### src/rtl/cgd_pkg.sv
`default_nettype none
// ----------------------------------------------------------------------------
// cgd_pkg
// Shared types, widths and an arithmetic helper for the complex transposed
// matrix-vector dot unit.
// ----------------------------------------------------------------------------
package cgd_pkg;

  localparam int DATA_W     = 16;
  localparam int COEF_W     = 16;
  localparam int COEF_FRAC  = 12;
  localparam int ACC_W      = 48;
  localparam int PROD_W     = DATA_W + COEF_W;
  localparam int SUM_W      = PROD_W + 1;
  localparam int BETA_SHIFT = DATA_W - 1 - COEF_FRAC;
  localparam int BETA_W     = SUM_W + BETA_SHIFT;
  localparam int TERM_W     = 2 * DATA_W + 1;
  localparam int CFG_ADDR_W = 3;
  localparam int QUEUE_DEPTH = 4;
  localparam int QPTR_W     = $clog2(QUEUE_DEPTH);

  localparam logic [CFG_ADDR_W-1:0] REG_ALPHA_RE = CFG_ADDR_W'(0);
  localparam logic [CFG_ADDR_W-1:0] REG_ALPHA_IM = CFG_ADDR_W'(1);
  localparam logic [CFG_ADDR_W-1:0] REG_BETA_RE  = CFG_ADDR_W'(2);
  localparam logic [CFG_ADDR_W-1:0] REG_BETA_IM  = CFG_ADDR_W'(3);

  typedef struct packed {
    logic signed [DATA_W-1:0] mat_re;
    logic signed [DATA_W-1:0] mat_im;
    logic signed [DATA_W-1:0] vec_re;
    logic signed [DATA_W-1:0] vec_im;
    logic signed [DATA_W-1:0] init_re;
    logic signed [DATA_W-1:0] init_im;
    logic                     first_term;
    logic                     last_term;
  } item_t;

  typedef struct packed {
    logic signed [COEF_W-1:0] alpha_re;
    logic signed [COEF_W-1:0] alpha_im;
    logic signed [COEF_W-1:0] beta_re;
    logic signed [COEF_W-1:0] beta_im;
  } coef_t;

  // round half up at the coefficient point, then clamp to the data range
  function automatic logic signed [DATA_W-1:0] round_sat(input logic [SUM_W-1:0] s);
    logic signed [SUM_W:0]              t;
    logic signed [SUM_W-COEF_FRAC:0]    r;
    logic signed [SUM_W-COEF_FRAC:0]    hi;
    logic signed [SUM_W-COEF_FRAC:0]    lo;
    t  = $signed({s[SUM_W-1], s}) + $signed((SUM_W+1)'(1) <<< (COEF_FRAC - 1));
    r  = t[SUM_W:COEF_FRAC];
    hi = (SUM_W-COEF_FRAC+1)'((1 << (DATA_W - 1)) - 1);
    lo = -hi - (SUM_W-COEF_FRAC+1)'(1);
    if (r > hi) begin
      return hi[DATA_W-1:0];
    end else if (r < lo) begin
      return lo[DATA_W-1:0];
    end else begin
      return r[DATA_W-1:0];
    end
  endfunction

endpackage
`default_nettype wire

### src/rtl/cgd_front.sv
`default_nettype none
// ----------------------------------------------------------------------------
// cgd_front
// Input side: takes stream transfers, splits the bus into fields, adds the
// flags and holds the items in a short queue until the datapath takes them.
// ----------------------------------------------------------------------------
module cgd_front
  import cgd_pkg::*;
(
  input  wire logic                    clk,
  input  wire logic                    rst,
  input  wire logic                    s_axis_tvalid,
  output logic                         s_axis_tready,
  input  wire logic [6*DATA_W-1:0]     s_axis_tdata,
  input  wire logic                    s_axis_tuser,
  input  wire logic                    s_axis_tlast,
  output logic                         q_valid,
  input  wire logic                    q_ready,
  output item_t                        q_item
);

  item_t              mem [QUEUE_DEPTH];
  logic [QPTR_W-1:0]  wr_ptr;
  logic [QPTR_W-1:0]  rd_ptr;
  logic [QPTR_W:0]    count;
  logic               push;
  logic               pop;
  item_t              in_item;

  always_comb begin
    in_item.mat_re     = s_axis_tdata[1*DATA_W-1:0*DATA_W];
    in_item.mat_im     = s_axis_tdata[2*DATA_W-1:1*DATA_W];
    in_item.vec_re     = s_axis_tdata[3*DATA_W-1:2*DATA_W];
    in_item.vec_im     = s_axis_tdata[4*DATA_W-1:3*DATA_W];
    in_item.init_re    = s_axis_tdata[5*DATA_W-1:4*DATA_W];
    in_item.init_im    = s_axis_tdata[6*DATA_W-1:5*DATA_W];
    in_item.first_term = s_axis_tuser;
    in_item.last_term  = s_axis_tlast;
  end

  assign s_axis_tready = (count != (QPTR_W+1)'(QUEUE_DEPTH));
  assign q_valid       = (count != '0);
  assign q_item        = mem[rd_ptr];
  assign push          = s_axis_tvalid && s_axis_tready;
  assign pop           = q_valid && q_ready;

  always_ff @(posedge clk) begin
    if (push) begin
      mem[wr_ptr] <= in_item;
    end
  end

  always_ff @(posedge clk) begin
    if (rst) begin
      wr_ptr <= '0;
      rd_ptr <= '0;
      count  <= '0;
    end else begin
      if (push) begin
        wr_ptr <= wr_ptr + QPTR_W'(1);
      end
      if (pop) begin
        rd_ptr <= rd_ptr + QPTR_W'(1);
      end
      if (push && !pop) begin
        count <= count + (QPTR_W+1)'(1);
      end else if (pop && !push) begin
        count <= count - (QPTR_W+1)'(1);
      end
    end
  end

  a_count_bound: assert property (@(posedge clk) disable iff (rst)
    count <= (QPTR_W+1)'(QUEUE_DEPTH))
    else $error("queue count beyond depth");

  a_ptr_track: assert property (@(posedge clk) disable iff (rst)
    (push && !pop) |=> (count == $past(count) + (QPTR_W+1)'(1)) &&
                       (wr_ptr == $past(wr_ptr) + QPTR_W'(1)))
    else $error("queue push bookkeeping off");

endmodule
`default_nettype wire

### config.mk
export PLATFORM = sky130hd
export DESIGN_NAME = cgd_front
export DESIGN_NICKNAME = d
export VERILOG_FILES = /design/src/rtl/cgd_pkg.sv /design/src/rtl/cgd_front.sv
export SDC_FILE = /design/constraint.sdc
export NUM_CORES = 1
export LEC_CHECK = 0
export BUFFER_PORTS_ARGS = -buffer_cell sky130_fd_sc_hd__buf_2
export CORE_MARGIN = 2
export CORE_UTILIZATION = 45
export DETAILED_ROUTE_END_ITERATION = 8
export SLEW_MARGIN = 20
export SYNTH_ARGS = -nofsm -noshare
export SYNTH_HDL_FRONTEND = slang
export SYNTH_SLANG_ARGS = --single-unit
### constraint.sdc
create_clock -name clk -period 7.1 [get_ports clk]
set_input_delay 1.065 -clock clk [delete_from_list [all_inputs] [get_ports clk]]
set_output_delay 1.065 -clock clk [all_outputs]
set_load 0.1 [all_outputs]
Word-level counts from Yosys, hierarchy flattened:

Memory sizes are Yosys's and may differ from the RTL's. A register that Yosys moved wholly into a read port is not among the register bits.
Index checks and enable logic that the tools add are counted.

* add/subtract/negate cells: 4
* reductions and logical operators: 8
* equal/unequal tests: 1
* mux-type cells: 6

Operator list (number)
* 3-bit 2-to-1 mux: 2
* 2-bit by 1-bit adder with 2-bit output, second input constant: 2
* 1-bit logical AND: 4
* 2-bit 2-to-1 mux: 2
* 3-bit by 1-bit adder with 3-bit output, second input constant: 1
* 3-bit != test, second input constant: 1
* 3-bit nonzero test: 1
* 3-bit by 1-bit subtractor with 3-bit output, second input constant: 1
* 1-bit logical NOT: 2
* 1-bit 2-to-1 mux: 2
* 2-bit nonzero test: 1

* memories kept: 1
* register bits after elaboration: 7
* logic and storage cells: 23
* bits in writable memories: 392
* output and inout bits: 100

Memories
* mem: depth 4, bits a word 98, rd ports 1, clocked after memory_dff 1, write ports 1, line cgd_front.sv:22 `item_t mem [QUEUE_DEPTH];`

Depth between registers and ports, before layout:

Gate-level depths: netlist (run 1).

* depth after elaboration: 6
* mapped depth: 8
* depth with buffers taken out: 8

Worst setup path before layout (run 1):

Ideal clock, no wire load.

* path kind: input -> register
* start point: input s_axis_tvalid
* end point: memory mem[0][0] (netlist bit), enable pin
* data required time: 6.632 ns
* library setup time: 0.468 ns
* path buffers: 0
* data arrival time: 3.641 ns
* setup slack: 2.992 ns
* stages on the path: 2
* cell sequence: a21boi_2 > and2_1

* word-level cells in the longest chain between the ends: 3

Ends and longest elaborated chain
* start: declaration: line cgd_front.sv:12 `input wire logic s_axis_tvalid,`
* 1-bit logical AND: line cgd_front.sv:44 `assign push = s_axis_tvalid && s_axis_tready;`
* 1-bit 2-to-1 mux: line cgd_front.sv:48 `if (push) begin`
* 1-bit 2-to-1 mux (not written as such): line cgd_front.sv:49 `mem[wr_ptr] <= in_item;`
* end: declaration: line cgd_front.sv:22

Every way passes these cells.

==> impl_metrics.py, run 1 <==
metrics = {
    "clock_network": {
        "post_cts_buffers": 0,
        "cts.sinks": 401,
        "cts_buffer_depth": 3,
        "cts-hold-fix-buffers": 0,
        "cts.repair.resized": 0,
        "root_buffer": "clkbuf_16",
        "clkTransAtPathRegs_ns": 0.06,
        "cts_buffers": 41,
        "clk_latency_ns": 0.52,
        "cts_tree": "yes",
        "cts-htree-levels": 2,
    },
    "die": {
        "die_y_um": 184,
        "fp.dieW_um": 184,
        "ios": 202,
        "num_rows": 65,
        "initial_core_util_pct": 46.0,
        "core_um2": 31700,
        "fp.dieArea_um2": 33900,
    },
    "timing": {
        "final.setup.tns_ns": 0,
        "tightest_slew_ns": 1.04,
        "maxSlewHeadroom_pct": 30.8,
        "period_minus_slack_ns": 4.09,
        "rsz0062_at_grt": "false",
        "skew_ns": 0.0149,
        "fmax_ghz": 0.244,
        "final-setup-viol-count": 0,
        "drv_slew": 0,
        "hold_violations": 0,
        "fin_crit_sh_pct": 57.6,
    },
    "status": {
        "status": "finished clean",
    },
    "grt": {
        "grt_pass1_wl_um": 41100,
        "busiest_layer": "met2",
        "grt_pass1_vias": 7162,
        "grt_max_degree": 66,
        "met1_usage_pct": 21.3,
        "grt_antenna_before_repair": 6,
        "gr-usage-met2_pct": 26.7,
        "overflow": 0,
        "track_usage_pct": 16.4,
        "gr-usage-met3_pct": 5.21,
    },
    "placed_design": {
        "routabilityCongestion": 0.704,
        "place_hpwl_um": 16000,
        "port_buffers": 201,
    },
    "worst_setup_path": {
        "crit_path_max_incr_delay_ns": 0.88,
        "crit_slowest_cell": "buf_4",
        "cp-end-kind": "output pin",
        "start_kind": "flip-flop",
        "crit_fanout": 63,
        "crit_type": "reg -> out",
        "crit_required_ns": 6.03,
        "critical_path.cell_chain": "buf_4 > mux4_2 > buf_2",
        "arrival_ns": 3.03,
    },
    "synthesis": {
        "yosysUniqueCellTypes": 23,
        "yosys_warnings": 0,
        "syn_area_um2": 14600,
        "syn_inst": 560,
        "syn_avg_cell_area_um2": 26.0,
        "ys_seq_area_share_pct": 82.0,
        "syn_nets": 668,
        "ys_ff_latch": 401,
    },
    "route": {
        "drt_pass1_iterations": 4,
        "wire_per_inst_um": 22.3,
        "antenna_left": 0,
        "vias": 6507,
        "drtIter0Drc": 444,
        "wirelength_um": 27300,
        "drc": 0,
        "via_per_inst": 5.32,
    },
    "final_layout": {
        "drive_gt1_share_pct": 45.8,
        "layout.nets": 896,
        "fillers": 2418,
        "area_growth_pct": 18.4,
        "final_util_pct": 54.4,
    },
    "hold_path": {
        "hp-class": "reg -> reg",
    },
    "job": {
        "drv_cap": 0,
    },
}
cells in the mapped netlist, drive strengths merged:
cell | n | area share, %
xor2 | 4 | 0.24
nor2 | 8 | 0.21
inv | 3 | 0.077
mux2 | 1 | 0.077
o21ai | 1 | 0.034
ha | 5 | 0.43
nand2b | 2 | 0.086
or3 | 2 | 0.086
o311ai | 1 | 0.060
fa | 1 | 0.14
a21boi | 1 | 0.077
mux2i | 2 | 0.14
clkbuf | 8 | 0.21
a21oi | 1 | 0.034
dfxtp | 9 | 1.2
nand2 | 1 | 0.026
mux4 | 98 | 15
buf | 15 | 0.76
o31ai | 1 | 0.052
and2 | 4 | 0.17
edfxtp | 392 | 81
worst max-delay path: cells and delay by family (launching register included):
kind | cells | cell delay [ns]
flops | 1 | 0.74
buf+inv | 2 | 1.32
mux | 1 | 0.42
final timing paths:
kind                  start          to  slack, ns  cells after the start
setup / recovery  flip-flop  q_item[84]       3.01                      3
hold / removal    wr_ptr[1]   wr_ptr[1]       0.53                      2
setup reg to reg   count[0]  mem[1][88]       4.24                      4
hold reg to reg   wr_ptr[1]   wr_ptr[1]       0.53                      2
cell type report:
type | count | area [um^2] | area share [%]
multi-input cells | 133 | 2490 | 14.4
clock buffers | 50 | 1100 | 6.37
repair buffers | 208 | 1060 | 6.13
inverters | 3 | 11.3 | 0.0653
clock inverters | 21 | 129 | 0.747
flip-flops and latches | 401 | 12000 | 69.3
diodes | 4 | 10.0 | 0.0580
well taps | 402 | 503 | 2.91
metrics by stage:
step	cells	setup slack (ns)	hold slack, ns	instance area [um^2]
2_1_floorplan	560	2.99	0.482	14600
3_3_place_gp	1147	3.51	0.490	16000
3_5_place_dp	1147	3.48	0.517	16000
4_1_cts	1218	2.91	0.534	17200
5_1_grt	1218	2.81	0.559	17200
6_report	1222	3.01	0.529	17300
cells by family (layout without fill, tap and decap cells):
logic type      after synthesis  count (layout)  synth area share [%]
simple gates                 17              17                 0.575
xor+xnor                      4               4                 0.240
buf+inv                      26             282                  1.05
other cells                   0               4                     0
compound gates                5               5                 0.257
flops                       401             401                  82.0
fa+ha+maj                     6               6                 0.566
mux                         101             101                  15.4
state kept, by name (all words and copies together), names as in the netlist, named ones only:
name and flops:
wr_ptr 2, rd_ptr 2, count 3, mem 392
routing by layer:
| layer | wire (um) | vias up |
|---|---|---|
| met3 | 2140 | 49 |
| met5 | 13 | - |
| met2 | 13000 | 200 |
| met1 | 11500 | 3384 |
| met4 | 597 | 2 |
| li1 | - | 2872 |
cell usage in the layout (no fill, tap or decap), types with 2 or more instances in the layout:
cell type  synthesis  routed
dfxtp_1            9       7
mux2i_1            2       2
dfxtp_4            0       2
inv_1              3       3
and2_4             0       4
nand2b_1           2       2
clkinv_1           0       6
xor2_1             4       4
ha_1               5       5
clkbuf_1           8       5
nor2_1             8       8
diode_2            0       4
buf_2             11     201
buf_4              0       7
or3_1              2       2
edfxtp_1         392     392
clkbuf_8           0       4
clkinv_2           0      12
mux4_2            98      98
clkbuf_16          0      41
Power of run 1 is left out: the tool's default activity adds up to more than one toggle a clock period on the data nets, which glitch-free logic cannot reach.
==> run 2: changes to the inputs <==
Settings changed: PLACE_DENSITY from default to 0.67.
Clock period 7.1 ns to 3.5 ns, I/O delays scaled along.
==> impl_metrics.py, run 2 (synthesis results as in run 1) <==
metrics = {
    "route": {
        "antenna_left": 0,
        "wirelength_um": 27100,
        "vias": 6593,
        "wire_per_inst_um": 22.0,
        "via_per_inst": 5.36,
        "drc": 0,
        "drt_pass1_iterations": 4,
        "drtIter0Drc": 452,
    },
    "grt": {
        "overflow": 0,
        "grt_pass1_wl_um": 41400,
        "grt_antenna_before_repair": 7,
        "grt_pass1_vias": 7249,
        "grt_max_degree": 63,
        "track_usage_pct": 16.3,
    },
    "die": {
        "ios": 202,
        "fp.dieArea_um2": 33900,
        "initial_core_util_pct": 46.0,
        "num_rows": 65,
        "die_y_um": 184,
        "core_um2": 31700,
        "fp.dieW_um": 184,
    },
    "timing": {
        "skew_ns": 0.0150,
        "final.setup.tns_ns": 0,
        "hold_violations": 0,
        "rsz0062_at_grt": "false",
        "period_minus_slack_ns": 2.85,
        "final-setup-viol-count": 0,
        "fmax_ghz": 0.351,
        "fin_crit_sh_pct": 81.5,
        "maxSlewHeadroom_pct": 52.9,
        "drv_slew": 0,
        "tightest_slew_ns": 0.707,
    },
    "worst_setup_path": {
        "crit_type": "reg -> out",
        "crit_family": "buffers and inverters",
        "crit_required_ns": 2.97,
        "crit_fanout": 29,
        "crit_slowest_cell": "dfxtp_4",
        "cp-end-kind": "output pin",
        "crit_buf_inv": 2,
        "arrival_ns": 2.33,
        "critical_path.cell_chain": "buf_4 > mux4_2 > buf_2",
        "start_kind": "flip-flop",
        "crit_path_max_incr_delay_ns": 0.65,
    },
    "clock_network": {
        "post_cts_buffers": 0,
        "cts.repair.resized": 0,
        "clkTransAtPathRegs_ns": 0.06,
        "cts.sinks": 401,
        "cts_buffer_depth": 3,
        "cts-hold-fix-buffers": 0,
        "cts_buffers": 41,
        "cts_tree": "yes",
        "cts-htree-levels": 2,
        "clk_latency_ns": 0.52,
        "root_buffer": "clkbuf_16",
    },
    "final_layout": {
        "layout_commonest_cell": "edfxtp_1",
        "area_growth_pct": 20.0,
        "largest_register": "mem",
        "layout.nets": 904,
        "reg_top3": "mem x392, count x3",
        "drive_gt1_share_pct": 45.9,
        "fillers": 2358,
        "largest_register_ffs": 392,
        "final_cell_mix": "392 x edfxtp_1, 201 x buf_2, 98 x mux4_2",
    },
    "placed_design": {
        "port_buffers": 201,
        "routabilityCongestion": 0.742,
        "place_hpwl_um": 16500,
    },
    "hold_path": {
        "hp-class": "in -> reg",
    },
    "status": {
        "status": "finished clean",
    },
    "job": {
        "drv_cap": 0,
    },
}
[run 2: path summary, 6_finish.rpt]
path | start | end | slack, ns | cells after the start
min reg2reg | rd_ptr[1] | rd_ptr[1] | 0.52 | 2
min | s_axis_tdata[43] | mem[1][61] | 0.21 | 1
max | flip-flop | q_item[61] | 0.65 | 3
max reg2reg | count[0] | count[2] | 1.20 | 8
[run 2: through the flow]
stage               cell area [um^2]  utilization [%]  instances  setup WS, ns  hold WS (ns)
finish                         17500             55.2       1231         0.648         0.213
global route                   17500             55.1       1228         0.534         0.202
CTS                            17500             55.1       1227         0.571         0.188
detailed placement             16200             51.0       1155          1.13         0.513
global placement               16200             51.0       1155          1.16         0.494
floorplan                      14600                -        560          1.01         0.482
[run 2: layout make-up]
class	count	area, um^2	share of cell area (%)
flip-flops and latches	401	12000	68.3
multi-input cells	133	2490	14.2
well taps	402	503	2.87
diodes	4	10.0	0.0572
repair buffers	216	1210	6.89
inverters	3	11.3	0.0644
clock buffers	52	1110	6.33
clock inverters	20	214	1.22
[run 2: layer usage]
layer | track usage (%) | vias to the layer above | part of all wire (%)
li1 | - | 2893 | -
met1 | 20.4 | 3415 | 40
met2 | 27.8 | 218 | 50
met3 | 4.62 | 59 | 7.9
met4 | 5.25 | 8 | 2.3
met5 | 0 | - | 0.17
[run 2: worst reg2reg max path: stages (launching register included)]
cell,delay (ns)
dfxtp_1,0.46
nor2_1,0.11
a21boi_2,0.34
ha_1,0.25
inv_1,0.06
fa_1,0.38
xor2_1,0.17
or3_1,0.31
a21oi_1,0.16
Power of run 2 is left out for the same reason.
